--- src/hdl/multi_waveform_dac_generator_core_assert.svh ---
// Assertion macros shared by the waveform generator RTL.
// Depends on nothing; included by the top level for its concurrent checks.
`ifndef MULTI_WAVEFORM_DAC_GENERATOR_CORE_ASSERT_SVH
`define MULTI_WAVEFORM_DAC_GENERATOR_CORE_ASSERT_SVH

// Same-cycle implication, checked at every rising clock edge outside reset.
`define MWDG_ASSERT_NOW(label, clk, rst_n, ante, cons) \
    label: assert property (@(posedge clk) disable iff (!(rst_n)) (ante) |-> (cons)) \
        else $error("waveform generator assertion failed");

// Next-cycle implication, checked at every rising clock edge outside reset.
`define MWDG_ASSERT_NEXT(label, clk, rst_n, ante, cons) \
    label: assert property (@(posedge clk) disable iff (!(rst_n)) (ante) |=> (cons)) \
        else $error("waveform generator assertion failed");

`endif

--- src/hdl/mwdg_pkg.sv ---
// Package for the waveform generator: widths, mode and register codes, and the
// per-waveform sample code tables built at elaboration. Depends on nothing.
`default_nettype none

package mwdg_pkg;

    localparam int IDX_W  = 8;
    localparam int CODE_W = 8;
    localparam int HOLD_W = 16;
    localparam int DAC_W  = 16;
    localparam int CFG_W  = 16;
    localparam int CFG_IDX_W = 2;

    localparam int RAMP_STEPS     = 100;
    localparam int TRIANGLE_STEPS = 200;
    localparam int SINE_STEPS     = 96;
    localparam int PEAK_CODE      = 127;
    localparam int SINE_TABLE_LEN = 96;
    localparam int HIGH_LEVEL     = 255;
    localparam int TABLE_DEPTH    = 1 << IDX_W;

    localparam logic [3:0] DAC_PREFIX = 4'h3;
    localparam logic [3:0] DAC_FILL   = 4'hF;

    localparam logic [2:0] MODE_TRIANGLE  = 3'd0;
    localparam logic [2:0] MODE_RAMP_UP   = 3'd1;
    localparam logic [2:0] MODE_RAMP_DOWN = 3'd2;
    localparam logic [2:0] MODE_SQUARE    = 3'd3;
    localparam logic [2:0] MODE_SINE      = 3'd4;
    localparam logic [2:0] MODE_PULSE     = 3'd5;

    localparam logic [CFG_IDX_W-1:0] CFG_WAVE_MODE   = 2'd0;
    localparam logic [CFG_IDX_W-1:0] CFG_SAMPLE_HOLD = 2'd1;
    localparam logic [CFG_IDX_W-1:0] CFG_HIGH_HOLD   = 2'd2;
    localparam logic [CFG_IDX_W-1:0] CFG_LOW_HOLD    = 2'd3;

    localparam logic [HOLD_W-1:0] SAMPLE_HOLD_RESET = 16'd20000;
    localparam logic [HOLD_W-1:0] HIGH_HOLD_RESET   = 16'd100;
    localparam logic [HOLD_W-1:0] LOW_HOLD_RESET    = 16'd100;

    typedef logic [CODE_W-1:0] code_tbl_t [TABLE_DEPTH];

    // Status of the sequencer toward the sample map and the top level.
    typedef struct packed {
        logic [IDX_W-1:0] index_next;
        logic             fresh;
        logic [IDX_W-1:0] index;
    } seq_status_t;

    localparam logic [CODE_W-1:0] SINE_ROM [SINE_TABLE_LEN] = '{
        8'd127, 8'd135, 8'd143, 8'd151, 8'd159, 8'd156, 8'd166, 8'd174,
        8'd181, 8'd188, 8'd195, 8'd202, 8'd214, 8'd220, 8'd225, 8'd230,
        8'd234, 8'd238, 8'd242, 8'd245, 8'd248, 8'd252, 8'd253, 8'd254,
        8'd254, 8'd253, 8'd252, 8'd250, 8'd248, 8'd245, 8'd242, 8'd238,
        8'd230, 8'd225, 8'd220, 8'd214, 8'd208, 8'd202, 8'd195, 8'd188,
        8'd181, 8'd174, 8'd166, 8'd159, 8'd151, 8'd145, 8'd135, 8'd127,
        8'd119, 8'd111, 8'd103, 8'd95,  8'd88,  8'd80,  8'd73,  8'd66,
        8'd59,  8'd52,  8'd46,  8'd40,  8'd34,  8'd29,  8'd24,  8'd16,
        8'd12,  8'd9,   8'd6,   8'd4,   8'd2,   8'd1,   8'd0,   8'd0,
        8'd0,   8'd1,   8'd2,   8'd4,   8'd6,   8'd9,   8'd12,  8'd16,
        8'd20,  8'd24,  8'd29,  8'd34,  8'd40,  8'd46,  8'd52,  8'd59,
        8'd66,  8'd73,  8'd80,  8'd88,  8'd95,  8'd103, 8'd111, 8'd119
    };

    // Builds the code of every index for one waveform. An index at or beyond
    // the waveform length takes the code of index zero.
    function automatic code_tbl_t build_code_table(input logic [2:0] wave);
        code_tbl_t t;
        int len;
        int i;
        int k;
        int v;
        case (wave)
            MODE_RAMP_UP, MODE_RAMP_DOWN: len = RAMP_STEPS;
            MODE_SQUARE:                  len = 2;
            MODE_SINE:                    len = SINE_STEPS;
            default:                      len = TRIANGLE_STEPS;
        endcase
        for (i = 0; i < TABLE_DEPTH; i++) begin
            k = (i < len) ? i : 0;
            case (wave)
                MODE_RAMP_UP:   v = k * PEAK_CODE / RAMP_STEPS;
                MODE_RAMP_DOWN: v = (RAMP_STEPS - k) * PEAK_CODE / RAMP_STEPS;
                MODE_SQUARE:    v = (k == 0) ? HIGH_LEVEL : 0;
                MODE_SINE:      v = SINE_ROM[k % SINE_TABLE_LEN];
                default: begin
                    if (k < TRIANGLE_STEPS / 2) begin
                        v = k * PEAK_CODE / TRIANGLE_STEPS;
                    end else begin
                        v = (TRIANGLE_STEPS - k) * PEAK_CODE / TRIANGLE_STEPS;
                    end
                end
            endcase
            t[i] = v[CODE_W-1:0];
        end
        return t;
    endfunction

    localparam code_tbl_t TRIANGLE_TBL  = build_code_table(MODE_TRIANGLE);
    localparam code_tbl_t RAMP_UP_TBL   = build_code_table(MODE_RAMP_UP);
    localparam code_tbl_t RAMP_DOWN_TBL = build_code_table(MODE_RAMP_DOWN);
    localparam code_tbl_t SQUARE_TBL    = build_code_table(MODE_SQUARE);
    localparam code_tbl_t SINE_TBL      = build_code_table(MODE_SINE);

endpackage

`default_nettype wire

--- src/hdl/mwdg_sequencer.sv ---
// Sample sequencer: hold counter, sample index and started flag, with the
// next-state logic for one tick. Depends on mwdg_pkg.
`default_nettype none

module mwdg_sequencer
    import mwdg_pkg::*;
(
    input  wire logic              aclk,
    input  wire logic              aresetn,
    input  wire logic              step,
    input  wire logic              restart,
    input  wire logic [2:0]        wave_mode,
    input  wire logic [HOLD_W-1:0] sample_hold,
    input  wire logic [HOLD_W-1:0] high_hold,
    input  wire logic [HOLD_W-1:0] low_hold,
    output seq_status_t            status
);

    logic [IDX_W-1:0]  index_reg, index_next;
    logic [HOLD_W-1:0] hold_reg, hold_next;
    logic              started_reg;
    logic              fresh;
    logic              two_level;
    logic [HOLD_W-1:0] hold_sel;
    logic [HOLD_W:0]   hold_limit;
    logic [HOLD_W:0]   count_inc;
    logic [IDX_W:0]    index_inc;
    logic [IDX_W:0]    wave_len;

    always_comb begin
        two_level = (wave_mode == MODE_SQUARE) || (wave_mode == MODE_PULSE);
        if (two_level) begin
            hold_sel = (index_reg == '0) ? high_hold : low_hold;
        end else begin
            hold_sel = sample_hold;
        end
        // A hold of zero behaves as a hold of one tick.
        hold_limit = (hold_sel == '0) ? (HOLD_W+1)'(1) : {1'b0, hold_sel};

        case (wave_mode)
            MODE_RAMP_UP, MODE_RAMP_DOWN: wave_len = (IDX_W+1)'(RAMP_STEPS);
            MODE_SQUARE, MODE_PULSE:      wave_len = (IDX_W+1)'(2);
            MODE_SINE:                    wave_len = (IDX_W+1)'(SINE_STEPS);
            default:                      wave_len = (IDX_W+1)'(TRIANGLE_STEPS);
        endcase

        count_inc = {1'b0, hold_reg} + (HOLD_W+1)'(1);
        index_inc = {1'b0, index_reg} + (IDX_W+1)'(1);

        index_next = index_reg;
        hold_next  = hold_reg;
        fresh      = 1'b0;
        if (restart || !started_reg) begin
            index_next = '0;
            hold_next  = '0;
            fresh      = 1'b1;
        end else if (count_inc >= hold_limit) begin
            index_next = (index_inc >= wave_len) ? '0 : index_inc[IDX_W-1:0];
            hold_next  = '0;
            fresh      = 1'b1;
        end else begin
            hold_next = count_inc[HOLD_W-1:0];
        end
    end

    always_ff @(posedge aclk) begin
        if (!aresetn) begin
            index_reg   <= '0;
            hold_reg    <= '0;
            started_reg <= 1'b0;
        end else if (step) begin
            index_reg   <= index_next;
            hold_reg    <= hold_next;
            started_reg <= 1'b1;
        end
    end

    assign status = '{index_next: index_next, fresh: fresh, index: index_reg};

endmodule

`default_nettype wire

--- src/hdl/mwdg_sample_map.sv ---
// Sample map: turns a mode and a sample index into the 8-bit code and the
// 16-bit DAC command word. Depends on the code tables in mwdg_pkg.
`default_nettype none

module mwdg_sample_map
    import mwdg_pkg::*;
(
    input  wire logic [2:0]       wave_mode,
    input  wire logic [IDX_W-1:0] index,
    output logic [CODE_W-1:0]     code,
    output logic [DAC_W-1:0]      dac_word
);

    always_comb begin
        case (wave_mode)
            MODE_RAMP_UP:            code = RAMP_UP_TBL[index];
            MODE_RAMP_DOWN:          code = RAMP_DOWN_TBL[index];
            MODE_SQUARE, MODE_PULSE: code = SQUARE_TBL[index];
            MODE_SINE:               code = SINE_TBL[index];
            default:                 code = TRIANGLE_TBL[index];
        endcase
        // Low 12 bits are code*16+15, i.e. the code with four ones below it.
        dac_word = {DAC_PREFIX, code, DAC_FILL};
    end

endmodule

`default_nettype wire

--- src/hdl/multi_waveform_dac_generator_core.sv ---
// Top level of the lookup-table waveform generator: configuration registers,
// handshakes and result register. Depends on mwdg_pkg, mwdg_sequencer,
// mwdg_sample_map and the assertion macro header.
`default_nettype none

// Each input transaction is one timer tick; each tick yields exactly one
// result transaction carrying the sample code in force after that tick, its
// DAC command word (0x3 in the top nibble, code*16+15 below) and a flag that
// marks the first tick of a new sample. A tick is taken in every cycle in
// which s_ready is high: the sequencer updates its hold counter and sample
// index, the code tables are read, and the result is captured in the output
// register at the accepting edge, so it is offered in the next cycle. The
// rate is set by the combinational counter compare, index advance and table
// read. s_ready stays high while the output register is empty or its
// transaction is being taken in the same cycle, so results stream at one per
// cycle when m_ready is held high. Configuration writes act on the next tick;
// the hold counter and index are kept across them. The first tick after reset,
// and any tick with restart set, starts the waveform at its first sample.

`include "multi_waveform_dac_generator_core_assert.svh"

module multi_waveform_dac_generator_core
    import mwdg_pkg::*;
(
    input  wire logic                 aclk,
    input  wire logic                 aresetn,
    // Configuration write port.
    input  wire logic                 cfg_wr_en,
    input  wire logic [CFG_IDX_W-1:0] cfg_index,
    input  wire logic [CFG_W-1:0]     cfg_wr_data,
    // Tick channel.
    input  wire logic                 s_valid,
    output logic                      s_ready,
    input  wire logic                 s_restart,
    // Result channel.
    output logic                      m_valid,
    input  wire logic                 m_ready,
    output logic [DAC_W-1:0]          m_dac_word,
    output logic [CODE_W-1:0]         m_sample_code,
    output logic                      m_new_sample
);

    // Configuration registers.
    logic [2:0]        wave_mode_reg;
    logic [HOLD_W-1:0] sample_hold_reg;
    logic [HOLD_W-1:0] high_hold_reg;
    logic [HOLD_W-1:0] low_hold_reg;

    always_ff @(posedge aclk) begin
        if (!aresetn) begin
            wave_mode_reg   <= MODE_TRIANGLE;
            sample_hold_reg <= SAMPLE_HOLD_RESET;
            high_hold_reg   <= HIGH_HOLD_RESET;
            low_hold_reg    <= LOW_HOLD_RESET;
        end else if (cfg_wr_en) begin
            case (cfg_index)
                CFG_WAVE_MODE:   wave_mode_reg   <= cfg_wr_data[2:0];
                CFG_SAMPLE_HOLD: sample_hold_reg <= cfg_wr_data[HOLD_W-1:0];
                CFG_HIGH_HOLD:   high_hold_reg   <= cfg_wr_data[HOLD_W-1:0];
                CFG_LOW_HOLD:    low_hold_reg    <= cfg_wr_data[HOLD_W-1:0];
                default: ;
            endcase
        end
    end

    // A tick is taken whenever the result register is free or draining.
    logic m_valid_reg, m_valid_next;
    logic accept;

    assign s_ready = !m_valid_reg || m_ready;
    assign accept  = s_valid && s_ready;

    seq_status_t        seq;
    logic [CODE_W-1:0]  code;
    logic [DAC_W-1:0]   dac_word;

    mwdg_sequencer u_sequencer (
        .aclk        (aclk),
        .aresetn     (aresetn),
        .step        (accept),
        .restart     (s_restart),
        .wave_mode   (wave_mode_reg),
        .sample_hold (sample_hold_reg),
        .high_hold   (high_hold_reg),
        .low_hold    (low_hold_reg),
        .status      (seq)
    );

    // The code is looked up for the index that this tick leaves behind.
    mwdg_sample_map u_sample_map (
        .wave_mode (wave_mode_reg),
        .index     (seq.index_next),
        .code      (code),
        .dac_word  (dac_word)
    );

    // Result register: payload needs no reset, only the valid flag does.
    logic [DAC_W-1:0]  dac_word_reg;
    logic [CODE_W-1:0] sample_code_reg;
    logic              new_sample_reg;

    always_comb begin
        m_valid_next = m_valid_reg;
        if (accept) begin
            m_valid_next = 1'b1;
        end else if (m_ready) begin
            m_valid_next = 1'b0;
        end
    end

    always_ff @(posedge aclk) begin
        if (!aresetn) begin
            m_valid_reg <= 1'b0;
        end else begin
            m_valid_reg <= m_valid_next;
        end
    end

    always_ff @(posedge aclk) begin
        if (accept) begin
            dac_word_reg    <= dac_word;
            sample_code_reg <= code;
            new_sample_reg  <= seq.fresh;
        end
    end

    assign m_valid       = m_valid_reg;
    assign m_dac_word    = dac_word_reg;
    assign m_sample_code = sample_code_reg;
    assign m_new_sample  = new_sample_reg;

    // Every accepted tick leaves a result in the output register.
    `MWDG_ASSERT_NEXT(a_tick_gives_result, aclk, aresetn, accept, m_valid)

    // A restart tick returns to the first sample and flags a new sample.
    `MWDG_ASSERT_NEXT(a_restart_to_first, aclk, aresetn, accept && s_restart,
                      seq.index == '0 && m_new_sample)

    // The command word always carries the prefix and the code shown beside it.
    `MWDG_ASSERT_NOW(a_word_matches_code, aclk, aresetn, m_valid,
                     m_dac_word == {DAC_PREFIX, m_sample_code, DAC_FILL})

endmodule

`default_nettype wire

--- config.mk ---
export PLATFORM = sky130hd
export DESIGN_NAME = multi_waveform_dac_generator_core
export DESIGN_NICKNAME = d
export VERILOG_FILES = /design/src/hdl/mwdg_pkg.sv /design/src/hdl/mwdg_sequencer.sv /design/src/hdl/mwdg_sample_map.sv /design/src/hdl/multi_waveform_dac_generator_core.sv
export VERILOG_INCLUDE_DIRS = /design/src /design/src/hdl
export SDC_FILE = /design/constraint.sdc
export NUM_CORES = 1
export LEC_CHECK = 0
export BUFFER_PORTS_ARGS = -buffer_cell sky130_fd_sc_hd__clkbuf_2
export CORE_ASPECT_RATIO = 1.1
export CORE_UTILIZATION = 45
export DETAILED_ROUTE_END_ITERATION = 8
export HOLD_SLACK_MARGIN = 0.02
export PLACE_DENSITY_LB_ADDON = 0.12
export SLEW_MARGIN = 20
export SYNTH_ARGS = -nofsm -noshare
export SYNTH_HDL_FRONTEND = slang
export SYNTH_HIERARCHICAL = 1
export SYNTH_SLANG_ARGS = --single-unit
--- constraint.sdc ---
create_clock -name aclk -period 9.88 [get_ports aclk]
set_clock_uncertainty 0.05 [all_clocks]
set_input_delay 1.482 -clock aclk [delete_from_list [all_inputs] [get_ports aclk]]
set_output_delay 1.482 -clock aclk [all_outputs]
set_load 0.01 [all_outputs]
==> results.md <==
* Outcome: finished clean
* Max-Cap Viols at 0
* #FFs+latches synth at 102
* Clk buf depth at 2
* Post-synth EDFFs at 25
* Clock Pin Slew Worst Setup and Hold Paths at 0.07 ns
* Fill cell count at 1,883
* Port bufs at 50
* Starting density of the core at 45.8%
* Most frequent cells in the layout: 116 x nand2_1, 77 x dfxtp_1, 73 x a21oi_1
* RSZ-0062 raised after global routing: false
* CP max FO at 18
* Crit path required time at 9.89 ns
* Cts bufs inserted at 9
* Crit-path max cell delay at 0.68 ns
* Nets at 1,109
* ANT cells at 0
* First-pass iteration count of the detailed router at 6
* Critical path's most frequent cell: ha_1
* Core area at 19,000 µm²
* Avg Vias per Cell at 6.52
* Synth Area per Inst at 8.15 µm²
* Initial antenna violation count at 0
* Hold crit path type: flop to flop
* Final Cycle Share at 76.2%
* Number of global-route vias before repair at 7,869
* Share of layout cells above drive strength 1 at 12.7%
* Static Leak at 0.00356 µW
* CTS root buffer: clkbuf_16
* Routed wire length at 28,000 µm
* Final ANT Viol Nets at 0
* Syn Std Cell Area at 8710 µm²
* Data arrival, critical path at 7.54 ns
* DR WL/cell at 21.6 µm
* Seq/Total Area, Yosys at 26.3%
* Buf/Inv on CP at 4
* Maximum vdd drop at 0.0898 mV
* H-Tree Depth at 3
* Netlist cell types at 102
* Pin count of the biggest net entering global routing at 84
* Critical path's slowest cell: nor4b_4
* Die width at 135 µm
* CTS sink cnt at 102
* P per Cell Area at 98.8 nW/µm²
* DRC at 0
* Synth warn at 6
* Largest delay share family, worst path: simple AND/OR/NAND/NOR gates
* Crit. End Element: flop
* Fin Hold WS at 0.411 ns
* Die area at 19,900 µm²
* Post-synthesis instance total at 1,069
* Hold Violations, Final at 0
* FF+latch area at 2290 µm²
* Slew @ Worst Pin at 1.07 ns
* Grt total ovfl at 0
* Post-synth ARST share at 0%
* Setup violators final at 0
* CTS-repair resized insts at 0
* CP Class: flop to flop
* Clock Latency Late Sink at 0.36 ns
* Synth Flop Type: dfxtp_1
* First-pass GRT wire length at 44,300 µm
* CTS hold repair buffers at 0
* Die Height at 148 µm
* Gpl congestion at 1.02
* Max Freq at 133 MHz
* Post-CTS Setup Bufs at 0
* Area delta synth->final at 5.46%
* DRT iter0 DRCs at 1,066
* Via count at 8,467
* Fin crit period at 7.53 ns
* Commonest non-fill, non-tap cell in the layout: nand2_1
* Cell Chain, Critical Path: inv_1 > ha_1 > nor4b_4 > nand2_1 > mux2_2 > a211oi_1 > nand4bb_1 > o31ai_1 > ha_1 > nor3_1 > o41a_1 > nor3_4 > inv_2 > o22ai_1 > buf_4 > inv_1 > ha_1 > nor2b_1 > o32ai_1 > mux2i_1 > a221oi_1 > o31ai_1 > a41oi_1
* Max-slew violations at 0
* Row count at 53
* HPWL Detailed at 19,600 µm
* CP startpoint kind: flop
* Final TNS setup at 0 ns
* I/O Pins at 51
* Slew HR at 28.2%
* CTS tree: built
* Area occupied by multi-input gates at 5790 µm²
* GRT Total Usage at 28.5%
[final timing paths]
kind | from | end | slack, ns | depth (start not counted)
max reg2reg | u_sequencer/index_reg[0] | m_dac_word[7] | 2.35 | 23
min reg2reg | low_hold_reg[14] | low_hold_reg[14] | 0.41 | 2
max | u_sequencer/index_reg[0] | m_dac_word[7] | 2.35 | 23
min | low_hold_reg[14] | low_hold_reg[14] | 0.41 | 2
[worst min-delay path: cells and delay by family (launching register included)]
family / cells / cell delay, ns
flops: 1 / 0.31
mux: 1 / 0.05
simple gates: 1 / 0.05
[logic make-up after synthesis]
group | after synthesis | share of synthesized area [%]
other | 2 | 0.0862
AO/OA/AOI/OAI | 321 | 26.1
XOR/XNOR | 21 | 2.11
adder cells (fa/ha/maj) | 39 | 5.60
AND/OR/NAND/NOR | 371 | 22.3
flip-flops | 102 | 26.3
buffers and inverters | 142 | 8.24
multiplexers | 71 | 9.20
[area by class of cell]
type	instances	area share, %
Sequential cell	102	24.9
Clock buffer	10	2.49
Inverter	38	1.55
Tap cell	247	3.36
Timing Repair Buffer	64	3.87
Multi-Input combinational cell	831	63.0
Clock inverter	6	0.749
[cells in the mapped netlist (all sizes together), types with 25 or more instances]
library cell | count | share of area [%]
nand3 | 50 | 3.2
nor2b | 30 | 2.2
o21ai | 58 | 3.4
clkbuf | 34 | 1.5
edfxtp | 25 | 8.6
mux2i | 61 | 7.0
ha | 39 | 5.6
dfxtp | 77 | 18
buf | 70 | 5.1
nand2 | 117 | 5.1
a21oi | 74 | 4.3
nor2 | 64 | 2.8
inv | 36 | 1.6
[metal layers]
| layer | vias to the layer above | global-route usage (%) | share of wire, % |
|---|---|---|---|
| met5 | - | 0 | 0 |
| met4 | 0 | 16.3 | 6.1 |
| met3 | 143 | 5.08 | 8.2 |
| met2 | 495 | 46.6 | 46 |
| met1 | 3926 | 35.2 | 39 |
| li1 | 3903 | - | - |
[stage by stage]
step	utilization [%]	cells	worst slack (ns)	cell area [µm²]	total power [µW]
floorplan	-	1075	3.74	8740	524
global route	48.3	1298	1.83	9190	945
finish	48.3	1298	2.35	9190	908
CTS	48.3	1298	2.37	9190	919
detailed placement	46.7	1282	2.38	8890	549
global placement	46.7	1282	2.59	8890	549
[where the power goes]
| part | internal (µW) | total, µW | switching (µW) |
|---|---|---|---|
| combinational | 31.7 | 88.0 | 56.3 |
| clock | 199 | 368 | 169 |
| sequential | 444 | 452 | 8.14 |
| total | 675 | 908 | 233 |
Note: power is estimated with default switching activity, not from simulation.
